<file path="src/rtl/core/ket_pkg.sv">
// Package for the keyed entry table: default sizes, request/result structs,
// operation and status codes, and sequencer states. No dependencies.
package ket_pkg;

    localparam int CAPACITY_DEF     = 16;
    localparam int KEY_BITS_DEF     = 32;
    localparam int PAYLOAD_BITS_DEF = 32;

    localparam int KIND_W   = 2;
    localparam int STATUS_W = 2;
    localparam int FIELD_W  = 32;
    localparam int COUNT_W  = 5;

    // operation codes
    localparam logic [KIND_W-1:0] KIND_ADD    = 2'd0;
    localparam logic [KIND_W-1:0] KIND_GET    = 2'd1;
    localparam logic [KIND_W-1:0] KIND_REMOVE = 2'd2;

    // result status codes
    localparam logic [STATUS_W-1:0] STATUS_OK        = 2'd0;
    localparam logic [STATUS_W-1:0] STATUS_NOT_FOUND = 2'd1;
    localparam logic [STATUS_W-1:0] STATUS_FULL      = 2'd2;

    typedef struct packed {
        logic [KIND_W-1:0]  kind;
        logic [FIELD_W-1:0] entry_key;
        logic [FIELD_W-1:0] entry_payload;
    } req_t;

    typedef struct packed {
        logic [STATUS_W-1:0] status;
        logic [FIELD_W-1:0]  read_payload;
        logic [COUNT_W-1:0]  used_count;
        logic [COUNT_W-1:0]  free_count;
    } rsp_t;

    typedef enum logic [1:0] {
        ST_CLEAR,
        ST_IDLE,
        ST_SCAN,
        ST_FINISH
    } state_t;

endpackage

</file>
<file path="src/rtl/core/ket_ram.sv">
// Generic simple dual-port RAM: one write port, one read port with
// registered read data. No dependencies.
module ket_ram #(
    parameter int WIDTH = 8,
    parameter int DEPTH = 16,
    localparam int AW   = (DEPTH > 1) ? $clog2(DEPTH) : 1
) (
    input  logic             clk,
    input  logic             we,
    input  logic [AW-1:0]    waddr,
    input  logic [WIDTH-1:0] wdata,
    input  logic [AW-1:0]    raddr,
    output logic [WIDTH-1:0] rdata
);

    logic [WIDTH-1:0] mem [DEPTH];

    always_ff @(posedge clk)
    begin
        if (we)
        begin
            mem[waddr] <= wdata;
        end
        rdata <= mem[raddr];
    end

endmodule

</file>
<file path="src/rtl/core/keyed_entry_table_unit.sv">
// Keyed entry table top level: sequencer that scans the entry RAM one slot a
// cycle, then updates at most one slot. Depends on ket_pkg and ket_ram.
//
//  channel   handshake            payload
//  -------   -------------------  --------------------------------
//  request   start & !busy        request (ket_pkg::req_t)
//  result    done, one cycle      result  (ket_pkg::rsp_t)
//
// A request reads the RAM once per slot, checks each read word as it returns,
// then decides and writes back; done and the result are registered from that
// last step, and a new request is taken only once the unit is idle again.
// After reset the RAM is swept to zero slot by slot, with busy high.
// The result is shown for one cycle; the receiver cannot stall it.
module keyed_entry_table_unit #(
    parameter int CAPACITY     = ket_pkg::CAPACITY_DEF,
    parameter int KEY_BITS     = ket_pkg::KEY_BITS_DEF,
    parameter int PAYLOAD_BITS = ket_pkg::PAYLOAD_BITS_DEF
) (
    input  logic          clk,
    input  logic          rst_n,
    input  logic          start,
    output logic          busy,
    input  ket_pkg::req_t request,
    output logic          done,
    output ket_pkg::rsp_t result
);

    localparam int KW = (KEY_BITS < ket_pkg::FIELD_W) ? KEY_BITS : ket_pkg::FIELD_W;
    localparam int PW = (PAYLOAD_BITS < ket_pkg::FIELD_W) ? PAYLOAD_BITS : ket_pkg::FIELD_W;
    localparam int EW = 1 + KW + PW;
    localparam int IW = (CAPACITY > 1) ? $clog2(CAPACITY) : 1;
    localparam int CW = $clog2(CAPACITY + 1);
    localparam logic [IW-1:0] LAST_IDX = IW'(CAPACITY - 1);

    ket_pkg::state_t state_reg, state_next;

    ket_pkg::req_t req_reg, req_next;
    logic [CW-1:0] scan_idx_reg, scan_idx_next;
    logic          chk_vld_reg, chk_vld_next;
    logic [IW-1:0] chk_idx_reg, chk_idx_next;
    logic          hit_reg, hit_next;
    logic [IW-1:0] hit_idx_reg, hit_idx_next;
    logic [PW-1:0] hit_pay_reg, hit_pay_next;
    logic          free_reg, free_next;
    logic [IW-1:0] free_idx_reg, free_idx_next;
    logic [CW-1:0] used_reg, used_next;
    logic          done_reg, done_next;
    ket_pkg::rsp_t rsp_reg, rsp_next;

    logic          ram_we;
    logic [IW-1:0] ram_waddr;
    logic [EW-1:0] ram_wdata;
    logic [IW-1:0] ram_raddr;
    logic [EW-1:0] ram_rdata;

    logic          rd_valid;
    logic [KW-1:0] rd_key;
    logic [PW-1:0] rd_pay;
    logic          accept;
    logic          last_check;

    ket_ram #(
        .WIDTH(EW),
        .DEPTH(CAPACITY)
    ) u_entries (
        .clk  (clk),
        .we   (ram_we),
        .waddr(ram_waddr),
        .wdata(ram_wdata),
        .raddr(ram_raddr),
        .rdata(ram_rdata)
    );

    // entry word: {valid, key, payload}
    assign rd_valid = ram_rdata[EW-1];
    assign rd_key   = ram_rdata[KW+PW-1:PW];
    assign rd_pay   = ram_rdata[PW-1:0];

    assign busy       = (state_reg != ket_pkg::ST_IDLE);
    assign accept     = start && !busy;
    assign last_check = chk_vld_reg && (chk_idx_reg == LAST_IDX);
    assign done       = done_reg;
    assign result     = rsp_reg;

    always_comb
    begin
        state_next = state_reg;
        unique case (state_reg)
            ket_pkg::ST_CLEAR:
            begin
                if (scan_idx_reg[IW-1:0] == LAST_IDX)
                begin
                    state_next = ket_pkg::ST_IDLE;
                end
            end
            ket_pkg::ST_IDLE:
            begin
                if (start)
                begin
                    state_next = ket_pkg::ST_SCAN;
                end
            end
            ket_pkg::ST_SCAN:
            begin
                if (last_check)
                begin
                    state_next = ket_pkg::ST_FINISH;
                end
            end
            ket_pkg::ST_FINISH:
            begin
                state_next = ket_pkg::ST_IDLE;
            end
            default:
            begin
                state_next = ket_pkg::ST_IDLE;
            end
        endcase
    end

    always_comb
    begin
        req_next      = req_reg;
        scan_idx_next = scan_idx_reg;
        chk_vld_next  = 1'b0;
        chk_idx_next  = chk_idx_reg;
        hit_next      = hit_reg;
        hit_idx_next  = hit_idx_reg;
        hit_pay_next  = hit_pay_reg;
        free_next     = free_reg;
        free_idx_next = free_idx_reg;
        used_next     = used_reg;
        done_next     = 1'b0;
        rsp_next      = rsp_reg;
        ram_we        = 1'b0;
        ram_waddr     = scan_idx_reg[IW-1:0];
        ram_wdata     = '0;
        ram_raddr     = scan_idx_reg[IW-1:0];

        unique case (state_reg)
            ket_pkg::ST_CLEAR:
            begin
                ram_we        = 1'b1;
                scan_idx_next = scan_idx_reg + CW'(1);
            end
            ket_pkg::ST_IDLE:
            begin
                if (accept)
                begin
                    req_next      = request;
                    scan_idx_next = '0;
                    hit_next      = 1'b0;
                    free_next     = 1'b0;
                end
            end
            ket_pkg::ST_SCAN:
            begin
                if (scan_idx_reg < CW'(CAPACITY))
                begin
                    scan_idx_next = scan_idx_reg + CW'(1);
                    chk_vld_next  = 1'b1;
                    chk_idx_next  = scan_idx_reg[IW-1:0];
                end
                // read data comes back in the cycle after its address
                if (chk_vld_reg)
                begin
                    if (rd_valid && (rd_key == req_reg.entry_key[KW-1:0]) && !hit_reg)
                    begin
                        hit_next     = 1'b1;
                        hit_idx_next = chk_idx_reg;
                        hit_pay_next = rd_pay;
                    end
                    if (!rd_valid && !free_reg)
                    begin
                        free_next     = 1'b1;
                        free_idx_next = chk_idx_reg;
                    end
                end
            end
            ket_pkg::ST_FINISH:
            begin
                done_next             = 1'b1;
                rsp_next.status       = ket_pkg::STATUS_OK;
                rsp_next.read_payload = '0;
                case (req_reg.kind)
                    ket_pkg::KIND_ADD:
                    begin
                        ram_wdata = {1'b1, req_reg.entry_key[KW-1:0],
                                     req_reg.entry_payload[PW-1:0]};
                        if (hit_reg)
                        begin
                            ram_we    = 1'b1;
                            ram_waddr = hit_idx_reg;
                        end
                        else if (free_reg)
                        begin
                            ram_we    = 1'b1;
                            ram_waddr = free_idx_reg;
                            used_next = used_reg + CW'(1);
                        end
                        else
                        begin
                            rsp_next.status = ket_pkg::STATUS_FULL;
                        end
                    end
                    ket_pkg::KIND_GET:
                    begin
                        if (hit_reg)
                        begin
                            rsp_next.read_payload = ket_pkg::FIELD_W'(hit_pay_reg);
                        end
                        else
                        begin
                            rsp_next.status = ket_pkg::STATUS_NOT_FOUND;
                        end
                    end
                    ket_pkg::KIND_REMOVE:
                    begin
                        if (hit_reg)
                        begin
                            ram_we    = 1'b1;
                            ram_waddr = hit_idx_reg;
                            used_next = used_reg - CW'(1);
                        end
                        else
                        begin
                            rsp_next.status = ket_pkg::STATUS_NOT_FOUND;
                        end
                    end
                    default:
                    begin
                        rsp_next.status = ket_pkg::STATUS_OK;
                    end
                endcase
                rsp_next.used_count = ket_pkg::COUNT_W'(used_next);
                rsp_next.free_count = ket_pkg::COUNT_W'(CW'(CAPACITY) - used_next);
            end
            default:
            begin
                done_next = 1'b0;
            end
        endcase
    end

    always_ff @(posedge clk or negedge rst_n)
    begin
        if (!rst_n)
        begin
            state_reg    <= ket_pkg::ST_CLEAR;
            scan_idx_reg <= '0;
            chk_vld_reg  <= 1'b0;
            hit_reg      <= 1'b0;
            free_reg     <= 1'b0;
            used_reg     <= '0;
            done_reg     <= 1'b0;
        end
        else
        begin
            state_reg    <= state_next;
            scan_idx_reg <= scan_idx_next;
            chk_vld_reg  <= chk_vld_next;
            hit_reg      <= hit_next;
            free_reg     <= free_next;
            used_reg     <= used_next;
            done_reg     <= done_next;
        end
    end

    always_ff @(posedge clk)
    begin
        req_reg      <= req_next;
        chk_idx_reg  <= chk_idx_next;
        hit_idx_reg  <= hit_idx_next;
        hit_pay_reg  <= hit_pay_next;
        free_idx_reg <= free_idx_next;
        rsp_reg      <= rsp_next;
    end

endmodule

</file>
<file path="config.mk">
export PLATFORM = sky130hd
export DESIGN_NAME = keyed_entry_table_unit
export DESIGN_NICKNAME = d
export VERILOG_FILES = /design/src/rtl/core/ket_pkg.sv /design/src/rtl/core/ket_ram.sv /design/src/rtl/core/keyed_entry_table_unit.sv
export SDC_FILE = /design/constraint.sdc
export NUM_CORES = 1
export LEC_CHECK = 0
export BUFFER_PORTS_ARGS = -buffer_cell sky130_fd_sc_hd__buf_2
export CORE_MARGIN = 2
export CORE_UTILIZATION = 50
export CTS_CLUSTER_DIAMETER = 150
export CTS_CLUSTER_SIZE = 20
export DETAILED_ROUTE_END_ITERATION = 7
export GPL_TIMING_DRIVEN = 1
export PLACE_DENSITY = 0.77
export SLEW_MARGIN = 5
export SYNTH_ARGS = -nofsm -noshare
export SYNTH_HDL_FRONTEND = slang
export SYNTH_SLANG_ARGS = --single-unit
</file>
<file path="constraint.sdc">
create_clock -name clk -period 9.2 [get_ports clk]
set_input_delay 0 -clock clk [delete_from_list [all_inputs] [get_ports clk]]
set_output_delay 0 -clock clk [all_outputs]
set_load 0.01 [all_outputs]
</file>
After elaboration in Yosys (flattened, before gate mapping)
Memory sizes are Yosys's and may differ from the RTL's. A register that Yosys moved wholly into a read port is not among the register bits.
Index checks and enable logic that the tools add are counted.
{"block": "totals", "register_bits": 170, "n_memories": 1, "mem_bits_rw": 1040}
{"block": "op_classes", "muxes": 40, "n_lt_le_gt_ge": 1, "reduce_logical": 23, "n_eq_ne": 17, "add_sub_neg": 4}
{"name": "u_entries.mem", "words": 16, "width": 65, "read_ports": 1, "rd_ports_with_merged_regs": 1, "write_ports": 1, "line_no": "ket_ram.sv:16", "source": "logic [WIDTH-1:0] mem [DEPTH];"}
{"cell": "2-to-1 mux 65 bit", "n": 2}
{"cell": "equality test 32 bit", "n": 1}
{"cell": "2-to-1 mux 5 bit", "n": 6}
{"cell": "2-to-1 mux 4 bit", "n": 4}
{"cell": "!= test 2 bit, second input constant", "n": 8}
{"cell": "one-hot mux 5 bit (3 select lines)", "n": 1}
{"cell": "2-to-1 mux 1 bit", "n": 14}
{"cell": "AND reduction 3 bit", "n": 4}
{"cell": "adder 5 x 1 -> 5 bit, second input constant", "n": 2}
{"cell": "2-to-1 mux 2 bit", "n": 5}
{"cell": "one-hot mux 5 bit (2 select lines)", "n": 1}
{"cell": "equality test 4 bit, second input constant", "n": 2}
{"cell": "one-hot mux 1 bit (2 select lines)", "n": 4}
{"cell": "one-hot mux 2 bit (4 select lines)", "n": 1}
{"cell": "one-hot mux 4 bit (2 select lines)", "n": 1}
{"cell": "AND reduction 4 bit", "n": 2}
{"cell": "equality test 2 bit, second input constant", "n": 3}
{"cell": "AND reduction 2 bit", "n": 3}
{"cell": "logical AND 1 bit", "n": 5}
{"cell": "< comparator 5 bit, second input constant", "n": 1}
{"cell": "subtractor 5 x 1 -> 5 bit, second input constant", "n": 1}
{"cell": "subtractor 5 bit, first input constant", "n": 1}
{"cell": "equality test 2 x 1 -> 1 bit, second input constant", "n": 2}
{"cell": "zero test 1 bit", "n": 4}
{"cell": "6 further kinds", "n": 7}

Longest topological paths before layout
{"block": "logic_depth", "depth_word": 6, "mapped_depth": 10, "mapped_depth_nobuf": 9}

Hierarchy
Synthesis repeated with hierarchy kept, for this count alone.
{"block": "unflattened", "cells_unflattened": 2154, "hier_area_um2": 47314.1}
{"module": "ket_ram", "instances": 1, "area_each_um2": 40243.6, "seq_area_each_um2": 32531.2, "cells_each": 1673}
{"module": "keyed_entry_table_unit", "instances": 1, "area_each_um2": 7070.5, "seq_area_each_um2": 4994.8, "cells_each": 481}

Least setup slack after synthesis
No wires, ideal clock.
{"block": "synth_path", "path_kind": "flip-flop to flip-flop", "from": "register state_reg[0]", "to": "memory u_entries.mem[8][0] (netlist bit) (enable)", "synth_period_minus_slack_ps": 7674, "stages_incl_launch_ff": 7, "setup_ps": 568, "path_buffers": 0, "slack_ps": 1526, "arrival_time_ps": 7106, "cell_sequence": "dfrtp_1 -> ha_1 -> and2_1 -> o21ai_0 -> o211ai_1 -> nand2_1 -> nor3_1"}
{"block": "synth_via", "elab_chain_len": 4, "word_cells_on_any_way": 6}
{"item": "from (decl)", "line_no": "keyed_entry_table_unit.sv:35", "source": "ket_pkg::state_t state_reg, state_next;"}
{"item": "from (signal assigned)", "line_no": "keyed_entry_table_unit.sv:249", "source": "state_reg <= ket_pkg::ST_CLEAR;"}
{"item": "from (signal assigned)", "line_no": "keyed_entry_table_unit.sv:259", "source": "state_reg <= state_next;"}
{"item": "equality test 2 bit or zero test 2 bit (tied branches)", "line_no": "keyed_entry_table_unit.sv:140", "source": "unique case (state_reg)"}
{"item": "one-hot mux 1 bit (2 select lines)", "line_no": "keyed_entry_table_unit.sv:140"}
{"item": "2-to-1 mux 1 bit", "line_no": "ket_ram.sv:20", "source": "if (we)"}
{"item": "2-to-1 mux 1 bit (implied by the code)", "line_no": "ket_ram.sv:22", "source": "mem[waddr] <= wdata;"}
{"item": "to (decl)", "line_no": "ket_ram.sv:16"}
Several ways; a longest one is shown, not always the timed one.

Worst setup path after layout
{"block": "layout_path", "from": "register req_reg[64] (netlist bit)", "to": "memory u_entries.mem[2][48] (netlist bit) (enable)"}
{"block": "layout_via", "elab_chain_len": 5, "word_cells_on_any_way": 8}
{"item": "from (decl)", "line_no": "keyed_entry_table_unit.sv:37", "source": "ket_pkg::req_t req_reg, req_next;"}
{"item": "from (signal assigned)", "line_no": "keyed_entry_table_unit.sv:271", "source": "req_reg <= req_next;"}
{"item": "equality test 2 bit or zero test 2 bit (tied branches)", "line_no": "keyed_entry_table_unit.sv:185", "source": "case (req_reg.kind)"}
{"item": "one-hot mux 1 bit (2 select lines)", "line_no": "keyed_entry_table_unit.sv:185"}
{"item": "one-hot mux 1 bit (2 select lines)", "line_no": "keyed_entry_table_unit.sv:140"}
{"item": "2-to-1 mux 1 bit", "line_no": "ket_ram.sv:20"}
{"item": "2-to-1 mux 1 bit (implied by the code)", "line_no": "ket_ram.sv:22"}
Several ways; a longest one is shown, not always the timed one.

==> summary.md <==
| Metric | Value |
|---|---|
| Status | completed |
| Relative slew slack | 0.1488 |
| H-tree depth | 3 |
| Total grt overflow | 0 |
| Drt drc | 0 |
| RSZ-0062 raised after global routing | false |
| PwrDens | 260.8 nW/um2 |
| Hold Path Class | primary input to flop |
| Post-DP Area | 49570 um2 |
| CP Class | flop to flop |
| Final Hold Viols | 0 |
| # diodes | 0 |
| Global Route Usage Sum | 0.2037 |
| Worst setup EP type | flop |
| Initial antenna violation count | 1 |
| Die area | 97690 um2 |
| Routed length per placed instance | 27.99 um |
| Layout Nets | 2297 |
| CP arrival | 5630 ps |
| Fmax | 186.6 MHz |
| Setup TNS | 0 ps |
| I/O Buffers | 114 |
| Most common cell after layout, fill and taps aside | edfxtp_1 |
| P&R area growth vs syn | 10.10% |
| Routability congestion estimate | 0.8252 |
| Design area | 52410 um2 |
| Vias in the first global route | 22.38k |
| Most frequent cells in the layout | edfxtp_1, mux4_2, buf_2 |
| CTS Buffer Depth | 3 |
| Die W | 312.6 um |
| Post-synth EDFFs | 1193 |
| Worst slew pin tran | 1265 ps |
| Worst vdd ir | 0.0001670 V |
| Most frequent cell on the critical path | buf_4 |
| Final period utilization | 0.5826 |
| DRT iter0 DRCs | 2322 |
| Detailed-route via count | 21.57k |
| Resized cells post-CTS | 0 |
| CP max stage delay | 980 ps |
| Largest net degree at the start of global routing | 116 |
| Net Count, Synth | 2107 |
| Max Cap Viol | 0 |
| Share of cells above drive strength 1 | 0.2516 |
| Critical path startpoint category | flop |
| Filler cell count | 6811 |
| Clk Latency, worst-skew pair | 650 ps |
| Io pins | 115 |
| CTS tree | done |
| Leak | 16.90 nW |
| Final setup viols | 0 |
| Total clock sinks | 1274 |
| TritonCTS Buffers | 73 |
| DPL Wire Length | 53000 um |
| Slowest cell on the critical path | nor2_4 |
| Total wire length | 99030 um |
| Netlist cell types | 59 |
| Clk slew on worst S/H paths | 90 ps |
| Post-route minimum period | 5360 ps |
| Starting Density | 0.5025 |
| Max reg flops | 1040 |
| Skew final | 22.41 ps |
| Clock root cell | clkbuf_16 |
| Number of detailed-route iterations in the first pass | 6 |
| Vias per cell | 6.096 |
| Syn Area/Cell | 23.51 um2 |
| Core area | 94730 um2 |
| Synthesized flop and latch total | 1274 |
| Synth warnings | 0 |
| Fraction of registers with async set/reset | 0.01256 |
| DIE HEIGHT | 312.6 um |
| Max Slew Vio Count | 0 |
| Worst EP required | 9470 ps |
| Site row count | 113 |
| CP cell instances | inv_1 > ha_2 > buf_4 > o21ai_1 > a221oi_2 > nand3b_1 > nor2_4 > buf_4 |
| Wire length of the first global-routing pass | 146800 um |
| Ys flop type | edfxtp_1 |
| Mapped Cells | 2025 |
| Synth Cell Area | 47600 um2 |
| Seq/Total Area, Yosys | 0.7883 |
| Routed Antenna Nets | 0 |
| Crit-path max FO | 47 |
power by group:
part           switching (mW)  leakage [nW]  internal, mW  total, mW
clock network            1.75          1.02          1.58       3.33
registers               0.348          11.9          7.01       7.36
logic                    1.52          3.97          1.46       2.98
cell type report:
class                   count  area, um2  area share
clock buffers             130       2126     0.04056
flip-flops and latches   1274      37540      0.7163
well taps                1265       1583     0.03020
inverters                  21      80.08    0.001528
repair buffers            219       1544     0.02946
multi-input cells         626       9512      0.1815
clock inverters             3      26.28   0.0005013
cell usage after synthesis, drive strengths merged (2+ instances only):
| library cell | instances | share of area |
|---|---|---|
| a211oi | 5 | 0.00079 |
| a21o | 2 | 0.00032 |
| a21oi | 10 | 0.0011 |
| a221oi | 4 | 0.00087 |
| a22o | 2 | 0.00037 |
| a31oi | 3 | 0.00039 |
| a32o | 2 | 0.00042 |
| a32oi | 2 | 0.00037 |
| and2 | 3 | 0.00039 |
| and3 | 96 | 0.013 |
| buf | 40 | 0.0081 |
| clkbuf | 64 | 0.0050 |
| dfrtp | 16 | 0.0084 |
| dfxtp | 65 | 0.027 |
| edfxtp | 1193 | 0.75 |
| ha | 13 | 0.0034 |
| inv | 21 | 0.0017 |
| mux2 | 2 | 0.00047 |
| mux2i | 2 | 0.00042 |
| mux4 | 325 | 0.15 |
| nand2 | 19 | 0.0015 |
| nand2b | 4 | 0.00053 |
| nand3 | 7 | 0.00074 |
| nand3b | 3 | 0.00047 |
| nand4 | 8 | 0.0011 |
| nor2 | 23 | 0.0018 |
| nor2b | 7 | 0.00092 |
| nor3 | 6 | 0.00063 |
| nor3b | 2 | 0.00032 |
| nor4 | 2 | 0.00026 |
| o21a | 2 | 0.00032 |
| o21ai | 16 | 0.0017 |
| o22ai | 4 | 0.00053 |
| o32a | 2 | 0.00042 |
| or3 | 3 | 0.00039 |
| xnor2 | 21 | 0.0039 |
| xor2 | 11 | 0.0020 |
critical path: cells and delay by family (launching register included):
kind,cells,cell delay [ps]
buffers and inverters,3,1520
and+or+nand+nor,2,1380
AOI/OAI and AO/OA,2,880
adders and majority gates,1,690
DFF,1,440
layer usage:
layer,wire (um),up-vias,GRT usage
li1,-,8885,-
met1,38880,11513,0.2791
met2,50580,1028,0.3439
met3,7344,142,0.03324
met4,2223,0,0.05448
met5,0,-,0
metrics by stage:
| step | utilization | total power [mW] | hold slack, ps | worst slack, ps | instances |
|---|---|---|---|---|---|
| detailed placement | 0.5233 | 10.47 | -28.27 | 3903 | 3336 |
| CTS | 0.5533 | 13.78 | 28.68 | 3886 | 3538 |
| global placement | 0.5233 | 10.36 | -33.66 | 4067 | 3336 |
| floorplan | - | 9.666 | -295.6 | 1526 | 2025 |
| finish | 0.5533 | 13.67 | 59.98 | 3840 | 3538 |
| global route | 0.5533 | 14.17 | 50.87 | 3553 | 3538 |
final timing paths:
check	start	to	slack [ps]	cells after the start
setup / recovery	req_reg[64]	u_entries.mem[2][48]	3840	8
max in group asynchronous	rst_n	scan_idx_reg[2]	7980	3
min in group asynchronous	rst_n	done	550	3
hold / removal	request[46]	req_reg[46]	60	2
hold reg to reg	u_entries.rdata[4]	hit_pay_reg[4]	410	0
setup reg to reg	req_reg[64]	u_entries.mem[2][48]	3840	8
timing repair:
item	4_1_cts	5_1_grt
endpoints found under the hold margin	88	0
hold buffers	69	0
buffers inserted	0	0
cells by family after synthesis:
kind of cell               synth area share
adders and majority gates          0.003417
buffers and inverters               0.01477
and+or+nand+nor                     0.02252
xor gates and xnor gates           0.005887
AOI/OAI and AO/OA                  0.009357
DFF                                  0.7883
muxes                                0.1558
Power figures use the tool's default switching activity.
